--- src/rtl/etc_pkg.sv ---
// etc_pkg: shared types, constants and helpers for the expression token classifier.
// No dependencies; compiled first.
package etc_pkg;

  // Width of the running byte position inside an expression.
  localparam int POSITION_BITS = 16;
  localparam int LEN_BITS      = 16;
  localparam int START_BITS    = 16;

  // Byte position saturates at the lesser of 2^POSITION_BITS-1 and 65535.
  localparam int POS_LIMIT_INT = (POSITION_BITS >= 16) ? 65535 : ((1 << POSITION_BITS) - 1);
  localparam logic [POSITION_BITS-1:0] POS_MAX = POSITION_BITS'(POS_LIMIT_INT);
  localparam logic [LEN_BITS-1:0]      LEN_MAX = '1;

  localparam logic [7:0] CH_SPACE = 8'h20;
  localparam logic [7:0] CH_DOT   = 8'h2E;
  localparam logic [7:0] CH_UNDER = 8'h5F;
  localparam logic [7:0] CH_PLUS  = 8'h2B;
  localparam logic [7:0] CH_MINUS = 8'h2D;
  localparam logic [7:0] CH_STAR  = 8'h2A;
  localparam logic [7:0] CH_SLASH = 8'h2F;
  localparam logic [7:0] CH_CARET = 8'h5E;
  localparam logic [7:0] CH_BANG  = 8'h21;

  typedef enum logic [1:0] {
    TC_NUMBER    = 2'd0,
    TC_OPERATION = 2'd1,
    TC_INVALID   = 2'd2,
    TC_NONE      = 2'd3
  } token_class_t;

  // Per-byte class flags.
  typedef struct packed {
    logic space;
    logic digit;
    logic alpha;
    logic dot;
    logic under;
    logic sign;     // + or -
    logic single_op; // + - * / ^ !
  } char_flags_t;

  // Saturated position to the 16-bit start field (value never exceeds 65535).
  function automatic logic [START_BITS-1:0] pos_to_start(input logic [POSITION_BITS-1:0] p);
    logic [31:0] w;
    w = 32'(p);
    return w[START_BITS-1:0];
  endfunction

endpackage

--- src/rtl/etc_if.sv ---
// etc_if: valid/ready channel interfaces for the token classifier's input and result.
// Depends on etc_pkg.
interface etc_in_if;
  import etc_pkg::*;
  logic       valid;
  logic       ready;
  logic [7:0] char_byte;
  logic       expr_end;

  modport source (output valid, output char_byte, output expr_end, input ready);
  modport sink   (input valid, input char_byte, input expr_end, output ready);
endinterface

interface etc_out_if;
  import etc_pkg::*;
  logic                  valid;
  logic                  ready;
  logic [1:0]            token_class;
  logic [START_BITS-1:0] token_start;
  logic [LEN_BITS-1:0]   token_length;
  logic                  expr_last;

  modport source (output valid, output token_class, output token_start,
                  output token_length, output expr_last, input ready);
  modport sink   (input valid, input token_class, input token_start,
                  input token_length, input expr_last, output ready);
endinterface

--- src/rtl/etc_char_class.sv ---
// etc_char_class: decodes one expression byte into class flags.
// Depends on etc_pkg.
module etc_char_class (
  input  logic [7:0]           char_byte,
  output etc_pkg::char_flags_t flags
);
  import etc_pkg::*;

  always_comb begin
    flags.space     = (char_byte == CH_SPACE);
    flags.digit     = (char_byte >= 8'h30) && (char_byte <= 8'h39);
    flags.alpha     = ((char_byte >= 8'h61) && (char_byte <= 8'h7A)) ||
                      ((char_byte >= 8'h41) && (char_byte <= 8'h5A));
    flags.dot       = (char_byte == CH_DOT);
    flags.under     = (char_byte == CH_UNDER);
    flags.sign      = (char_byte == CH_PLUS) || (char_byte == CH_MINUS);
    flags.single_op = flags.sign || (char_byte == CH_STAR) || (char_byte == CH_SLASH) ||
                      (char_byte == CH_CARET) || (char_byte == CH_BANG);
  end

endmodule

--- src/rtl/expression_token_classifier.sv ---
// expression_token_classifier: top level; tracks token state and registers one result.
// Depends on etc_pkg, etc_if (etc_in_if, etc_out_if) and etc_char_class.
//
// Usage:
//   in_ch  (sink)   one expression byte per transfer: char_byte, expr_end marks the last.
//   out_ch (source) one result per finished token: token_class, token_start,
//                   token_length, expr_last. Tokens split at space bytes only.
//   A token is reported in the transfer of the space or end byte that closes it.
//   Every expression end yields exactly one result with expr_last set; with no
//   token pending that result is class "no token" with start and length zero.
//   An invalid token suppresses further reporting until the expression ends.
// Timing:
//   One byte per cycle sustained while out_ch drains results. Result appears at out_ch
//   in the cycle after the closing byte's transfer. Bytes are decoded and the token flags
//   updated in a single combinational pass; the result register is the only pipeline stage.
//   in_ch.ready is high while the result register is empty or being drained, so a
//   stalled receiver holds at most one result and stops input only when it is full.
// Reset:
//   rst_n (synchronous, active low) clears all token state, the byte position and
//   the result register; the block accepts input in the cycle after reset.
module expression_token_classifier (
  input  logic      clk,
  input  logic      rst_n,
  etc_in_if.sink    in_ch,
  etc_out_if.source out_ch
);
  import etc_pkg::*;

  // Token tracking state
  logic                     in_token_r,       in_token_nxt;
  logic [POSITION_BITS-1:0] byte_pos_r,       byte_pos_nxt;
  logic [POSITION_BITS-1:0] start_pos_r,      start_pos_nxt;
  logic [LEN_BITS-1:0]      len_r,            len_nxt;
  logic                     in_sign_r,        in_sign_nxt;
  logic                     body_nonempty_r,  body_nonempty_nxt;
  logic                     numeric_only_r,   numeric_only_nxt;
  logic [1:0]               dot_cnt_r,        dot_cnt_nxt;
  logic                     starts_dot_r,     starts_dot_nxt;
  logic                     prev_dot_r,       prev_dot_nxt;
  logic                     ident_ok_r,       ident_ok_nxt;
  logic                     first_op_r,       first_op_nxt;   // first byte is a single op
  logic                     aborted_r,        aborted_nxt;

  // Result register
  logic                  out_valid_r;
  token_class_t          out_class_r,  out_class_nxt;
  logic [START_BITS-1:0] out_start_r,  out_start_nxt;
  logic [LEN_BITS-1:0]   out_len_r,    out_len_nxt;
  logic                  out_last_r;
  logic                  have_result;

  char_flags_t cf;
  logic        accept;

  etc_char_class u_char_class (
    .char_byte (in_ch.char_byte),
    .flags     (cf)
  );

  assign in_ch.ready = !out_valid_r || out_ch.ready;
  assign accept      = in_ch.valid && in_ch.ready;

  // Token state after this byte, plus the result it may close.
  always_comb begin
    logic                     feed;
    logic                     tok;
    logic [POSITION_BITS-1:0] st;
    logic [LEN_BITS-1:0]      ln;
    logic                     sgn, nonempty, numonly, sdot, pdot, ident, fop;
    logic [1:0]               dots;
    logic                     is_num;
    token_class_t             cls;

    // Start from the live token, or from a cleared one for a fresh start.
    tok      = in_token_r;
    st       = start_pos_r;
    ln       = len_r;
    sgn      = in_sign_r;
    nonempty = body_nonempty_r;
    numonly  = numeric_only_r;
    dots     = dot_cnt_r;
    sdot     = starts_dot_r;
    pdot     = prev_dot_r;
    ident    = ident_ok_r;
    fop      = first_op_r;
    cls      = TC_NONE;
    is_num   = 1'b0;

    byte_pos_nxt = (byte_pos_r < POS_MAX) ? byte_pos_r + 1'b1 : byte_pos_r;
    aborted_nxt  = aborted_r;

    feed = !aborted_r && !cf.space;
    if (feed && !in_token_r) begin
      tok      = 1'b1;
      st       = byte_pos_r;
      ln       = '0;
      sgn      = 1'b1;
      nonempty = 1'b0;
      numonly  = 1'b1;
      dots     = 2'd0;
      sdot     = 1'b0;
      pdot     = 1'b0;
      ident    = 1'b0;
      fop      = 1'b0;
    end

    if (feed) begin
      if (ln == '0) begin
        fop   = cf.single_op;
        ident = cf.alpha;
      end else if (!(cf.alpha || cf.digit || cf.under)) begin
        ident = 1'b0;
      end
      if (ln != LEN_MAX) ln = ln + 1'b1;

      // Leading signs do not enter the numeric body.
      if (!(sgn && cf.sign)) begin
        sgn = 1'b0;
        if (!nonempty) begin
          sdot     = cf.dot;
          nonempty = 1'b1;
        end
        if (!cf.digit && !cf.dot) numonly = 1'b0;
        if (cf.dot && dots != 2'd2) dots = dots + 2'd1;
        pdot = cf.dot;
      end
    end

    is_num = nonempty && numonly && (dots != 2'd2) && !sdot && !pdot;
    priority if (is_num)                           cls = TC_NUMBER;
    else if (ident)                                cls = TC_OPERATION;
    else if ((ln == LEN_BITS'(1)) && fop)          cls = TC_OPERATION;
    else                                           cls = TC_INVALID;

    have_result   = !aborted_r && tok && (cf.space || in_ch.expr_end);
    out_class_nxt = have_result ? cls : TC_NONE;
    out_start_nxt = have_result ? pos_to_start(st) : '0;
    out_len_nxt   = have_result ? ln : '0;

    // Token closed: back to a cleared token.
    if (have_result) begin
      tok      = 1'b0;
      st       = '0;
      ln       = '0;
      sgn      = 1'b0;
      nonempty = 1'b0;
      numonly  = 1'b1;
      dots     = 2'd0;
      sdot     = 1'b0;
      pdot     = 1'b0;
      ident    = 1'b0;
      fop      = 1'b0;
      if (cls == TC_INVALID) aborted_nxt = 1'b1;
    end

    // Expression end: all per-expression state back to reset values.
    if (in_ch.expr_end) begin
      byte_pos_nxt = '0;
      aborted_nxt  = 1'b0;
      tok          = 1'b0;
      st           = '0;
      ln           = '0;
      sgn          = 1'b0;
      nonempty     = 1'b0;
      numonly      = 1'b1;
      dots         = 2'd0;
      sdot         = 1'b0;
      pdot         = 1'b0;
      ident        = 1'b0;
      fop          = 1'b0;
    end

    in_token_nxt      = tok;
    start_pos_nxt     = st;
    len_nxt           = ln;
    in_sign_nxt       = sgn;
    body_nonempty_nxt = nonempty;
    numeric_only_nxt  = numonly;
    dot_cnt_nxt       = dots;
    starts_dot_nxt    = sdot;
    prev_dot_nxt      = pdot;
    ident_ok_nxt      = ident;
    first_op_nxt      = fop;
  end

  always_ff @(posedge clk) begin
    if (!rst_n) begin
      in_token_r      <= 1'b0;
      byte_pos_r      <= '0;
      start_pos_r     <= '0;
      len_r           <= '0;
      in_sign_r       <= 1'b0;
      body_nonempty_r <= 1'b0;
      numeric_only_r  <= 1'b1;
      dot_cnt_r       <= 2'd0;
      starts_dot_r    <= 1'b0;
      prev_dot_r      <= 1'b0;
      ident_ok_r      <= 1'b0;
      first_op_r      <= 1'b0;
      aborted_r       <= 1'b0;
    end else if (accept) begin
      in_token_r      <= in_token_nxt;
      byte_pos_r      <= byte_pos_nxt;
      start_pos_r     <= start_pos_nxt;
      len_r           <= len_nxt;
      in_sign_r       <= in_sign_nxt;
      body_nonempty_r <= body_nonempty_nxt;
      numeric_only_r  <= numeric_only_nxt;
      dot_cnt_r       <= dot_cnt_nxt;
      starts_dot_r    <= starts_dot_nxt;
      prev_dot_r      <= prev_dot_nxt;
      ident_ok_r      <= ident_ok_nxt;
      first_op_r      <= first_op_nxt;
      aborted_r       <= aborted_nxt;
    end
  end

  // Result register: loads on a transfer that yields a result, drains on out transfer.
  always_ff @(posedge clk) begin
    if (!rst_n) begin
      out_valid_r <= 1'b0;
    end else if (accept && (have_result || in_ch.expr_end)) begin
      out_valid_r <= 1'b1;
    end else if (out_ch.ready) begin
      out_valid_r <= 1'b0;
    end
  end

  always_ff @(posedge clk) begin
    if (accept && (have_result || in_ch.expr_end)) begin
      out_class_r <= out_class_nxt;
      out_start_r <= out_start_nxt;
      out_len_r   <= out_len_nxt;
      out_last_r  <= in_ch.expr_end;
    end
  end

  assign out_ch.valid        = out_valid_r;
  assign out_ch.token_class  = out_class_r;
  assign out_ch.token_start  = out_start_r;
  assign out_ch.token_length = out_len_r;
  assign out_ch.expr_last    = out_last_r;

endmodule
--- src/flat_wrapper.sv ---
// flat-port wrapper written by rule: the top's interface ports become plain ports
module expression_token_classifier_flat import etc_pkg::*;
  (clk, rst_n, in_ch_valid, in_ch_char_byte, in_ch_expr_end, in_ch_ready, out_ch_valid, out_ch_token_class, out_ch_token_start, out_ch_token_length, out_ch_expr_last, out_ch_ready);
  etc_in_if in_ch_i ();
  etc_out_if out_ch_i ();
  input  logic clk;
  input  logic rst_n;
  input wire logic [$bits(in_ch_i.valid)-1:0] in_ch_valid;
  input wire logic [$bits(in_ch_i.char_byte)-1:0] in_ch_char_byte;
  input wire logic [$bits(in_ch_i.expr_end)-1:0] in_ch_expr_end;
  output wire logic [$bits(in_ch_i.ready)-1:0] in_ch_ready;
  output wire logic [$bits(out_ch_i.valid)-1:0] out_ch_valid;
  output wire logic [$bits(out_ch_i.token_class)-1:0] out_ch_token_class;
  output wire logic [$bits(out_ch_i.token_start)-1:0] out_ch_token_start;
  output wire logic [$bits(out_ch_i.token_length)-1:0] out_ch_token_length;
  output wire logic [$bits(out_ch_i.expr_last)-1:0] out_ch_expr_last;
  input wire logic [$bits(out_ch_i.ready)-1:0] out_ch_ready;
  assign in_ch_i.valid = in_ch_valid;
  assign in_ch_i.char_byte = in_ch_char_byte;
  assign in_ch_i.expr_end = in_ch_expr_end;
  assign in_ch_ready = in_ch_i.ready;
  assign out_ch_valid = out_ch_i.valid;
  assign out_ch_token_class = out_ch_i.token_class;
  assign out_ch_token_start = out_ch_i.token_start;
  assign out_ch_token_length = out_ch_i.token_length;
  assign out_ch_expr_last = out_ch_i.expr_last;
  assign out_ch_i.ready = out_ch_ready;
  expression_token_classifier u_core (.clk(clk), .rst_n(rst_n), .in_ch(in_ch_i), .out_ch(out_ch_i));
endmodule
--- config.mk ---
export PLATFORM = sky130hd
export DESIGN_NAME = expression_token_classifier_flat
export DESIGN_NICKNAME = d
export VERILOG_FILES = /design/src/rtl/etc_pkg.sv /design/src/rtl/etc_if.sv /design/src/rtl/etc_char_class.sv /design/src/rtl/expression_token_classifier.sv /design/src/flat_wrapper.sv
export SDC_FILE = /design/constraint.sdc
export NUM_CORES = 1
export LEC_CHECK = 0
export ABC_AREA = 1
export BUFFER_PORTS_ARGS = -buffer_cell sky130_fd_sc_hd__clkbuf_2
export CORE_ASPECT_RATIO = 0.9
export CORE_MARGIN = 5
export CORE_UTILIZATION = 60
export DETAILED_ROUTE_END_ITERATION = 8
export PLACE_DENSITY = 0.82
export SYNTH_ARGS = -nofsm -noshare
export SYNTH_HDL_FRONTEND = slang
export SYNTH_HIERARCHICAL = 1
export SYNTH_SLANG_ARGS = --single-unit
export TNS_END_PERCENT = 20
--- constraint.sdc ---
create_clock -name clk -period 4.9 [get_ports clk]
set_input_delay 1.225 -clock clk [delete_from_list [all_inputs] [get_ports clk]]
set_output_delay 1.225 -clock clk [all_outputs]
set_load 0.05 [all_outputs]
==> metrics <==
status=finished, final reports clean; layout cells sized above 1=17.8%; endpoint of the worst-slack reg-to-reg timing path=u_core/out_ch.token_class[1]; Initial Util=61.0%; Synthesis Warnings=6; Yosys cell types=49; residual DRC count=0; clk_lat worst skew=0.37 ns; CTS tree=built; setup slack, reg-to-reg=2.00 ns; crit-path cells=clkbuf_2, nor2_1, nand2_1, nor2_1, nor2_4, nand2_4, inv_2, nor2_1, ha_1, nand2_1, inv_1, nand3_4, nor2_4, nand2_1, nor2_1, nand4_1, nand2_1, nand2_1, inv_1, nand2_1, nor2_1, nand2_2, nand2_2, o21ai_1; CTS root buf=clkbuf_8; number of port buffers=49; reg-to-reg critical path startpoint=u_core/aborted_r; initial antenna violation count=0; Die Height=98.1 um; Critical Path RT=5.02 ns; Yosys reg bits=95; fin crit share=81.3%; vias in the first global route=4365; clk sink count=95; number of synthesized flops with an enable pin=35; Worst-Margin Slew=0.839 ns; max-slew violations=0; Via density=5.62; syn avg cell area=7.64 sq um; Top Layer Used=met4; ys async rst share=0%; Synth Net Count=695; PnR Total Power=1.65 mW; Seq/Total Area, Yosys=43.5%; Fmax=0.251 GHz; gr ovfl total=0; met3 WL post-DR=999 um; most common cell after layout, fill and taps aside=nand2_1; Post-CTS Resized=0; Final HPWL DP=8.99 mm; maxcap violations=0; CP peak stage delay=0.26 ns; largest fanout on the critical path=10; GP Congestion=0.909; Die X=108 um; setup bufs post-CTS=0; reg2reg path depth=20; htree depth=3; Worst path most repeated cell=nand2_1; fin nets=737; WL met1=5.61 mm; worst min-delay path class=reg -> reg; GRT Total Usage=24.2%; largest net degree at the start of global routing=47; I/O pins=50; Post-synth top flop=dfxtp_1; Sum Neg Setup Slack=0 ns; Syn-to-layout area delta=10.1%; hold_ws=0.470 ns; type of origin of the critical path=primary input; worst vdd ir=168 uV; commonest cells after routing, fill and taps aside=nand2_1, nor2_1, inv_1; DP Cell Count=828; Max-slew headroom=44.0%; Setup crit end kind=flop; clock tree buffer depth=2; Lkg Pwr=2.35 nW; Mapped Cells=678; DR vias=4740; crit path DAT=4.10 ns; PD cells=290 nW/um^2; CP max-delay cell=ha_1; DRT Pass-1 Iters=5; Avg WL per Cell=15.0 um; Core ar.=8490 sq um; full die area=10600 sq um; timing endpoint of the critical path=u_core/out_ch.token_class[1]; CTS buffer count=9; unrepaired setup endpoints after global routing=no; Rows=32; Min-Delay Startpoint=u_core/first_op_r; crit path from=in_ch_char_byte[3]; cts hold-fix bufs=0; clock skew=0.0102 ns; CTS clk-pin slew, worst paths=0.10 ns; WL met2=5.88 mm; 1st-iter DRT viols=428; post-route non-filler standard cell count=844; antenna viol nets, final=0; Ant. Diodes=0; total length of routed wires=12.6 mm; Crit Path Category=in -> reg; first-pass GRT wire length=20.6 mm; Tmin final=3.99 ns; synthesized cell area=5180 sq um; Final Hold Vio Count=0; setup violators final=0
worst max-delay path, delay by kind of cell:
family / cells / cell delay [ns]
compound gates: 1 / 0.06
fa+ha+maj: 1 / 0.26
buf+inv: 4 / 0.34
simple gates: 18 / 2.20
worst min path at each step:
stage	endpoint	slack (ns)	cells past startpoint
floorplan	u_core/first_op_r	0.45	2
global placement	u_core/first_op_r	0.46	2
detailed placement	u_core/first_op_r	0.46	2
CTS	u_core/first_op_r	0.47	2
global route	u_core/first_op_r	0.50	2
finish	u_core/first_op_r	0.47	2
sequential cells by signal, summed over array words and instances, names as in the netlist, 2 cells and up:
register,count
u_core/out_ch.token_start,16
u_core/byte_pos_r,16
u_core/out_ch.token_length,16
u_core/len_r,16
u_core/dot_cnt_r,2
u_core/start_pos_r,16
u_core/out_ch.token_class,2
cells by family after synthesis:
family | Yosys count | synth area share [%]
AO/OA/AOI/OAI | 111 | 13.4
XOR/XNOR | 9 | 1.67
adder cells (fa/ha/maj) | 4 | 0.967
buffers and inverters | 101 | 8.12
flip-flops | 95 | 43.5
multiplexers | 5 | 0.967
AND/OR/NAND/NOR | 353 | 31.4
report_power, final:
part	internal [mW]	switching, mW
Combinational	0.0660	0.219
Sequential	0.849	0.00969
Clock	0.201	0.310
Total	1.12	0.539
metal layers:
| layer | global-route usage [%] | vias up |
|---|---|---|
| met2 | 37.8 | 212 |
| met4 | 6.02 | 0 |
| met5 | 0 | - |
| li1 | - | 2315 |
| met3 | 4.43 | 25 |
| met1 | 35.0 | 2188 |
cell type report:
cell class	instances	area [sq um]
clock inverters	7	75.1
repair buffers	57	305
flip-flops and latches	95	2250
fillers	758	2790
multi-input cells	482	2510
inverters	75	282
well taps	119	149
clock buffers	9	124
synthesized netlist by cell type (7+ instances only):
cell       number  area (sq um)
a21oi_1        40           200
a2bb2oi_1      19           166
clkbuf_1       13          48.8
dfxtp_1        60          1200
edfxtp_1       35          1050
inv_1          62           233
inv_2          11          41.3
nand2_1       156           586
nand2_2         7          43.8
nand3_1        35           175
nand3_2         7          70.1
nand4_1         7          43.8
nor2_1        100           375
nor2_2         11          68.8
nor3_1          9          45.0
o21ai_0        21           105
o21ai_1         9          45.0
metrics by stage:
stage	worst slack, ns	area (sq um)	util, %
floorplan	0.845	5180	-
global route	0.611	5700	67.1
detailed placement	0.596	5500	64.8
finish	0.914	5700	67.1
CTS	0.994	5700	67.1
global placement	0.739	5500	64.8
No activity file was read; power rests on OpenSTA's default activity.
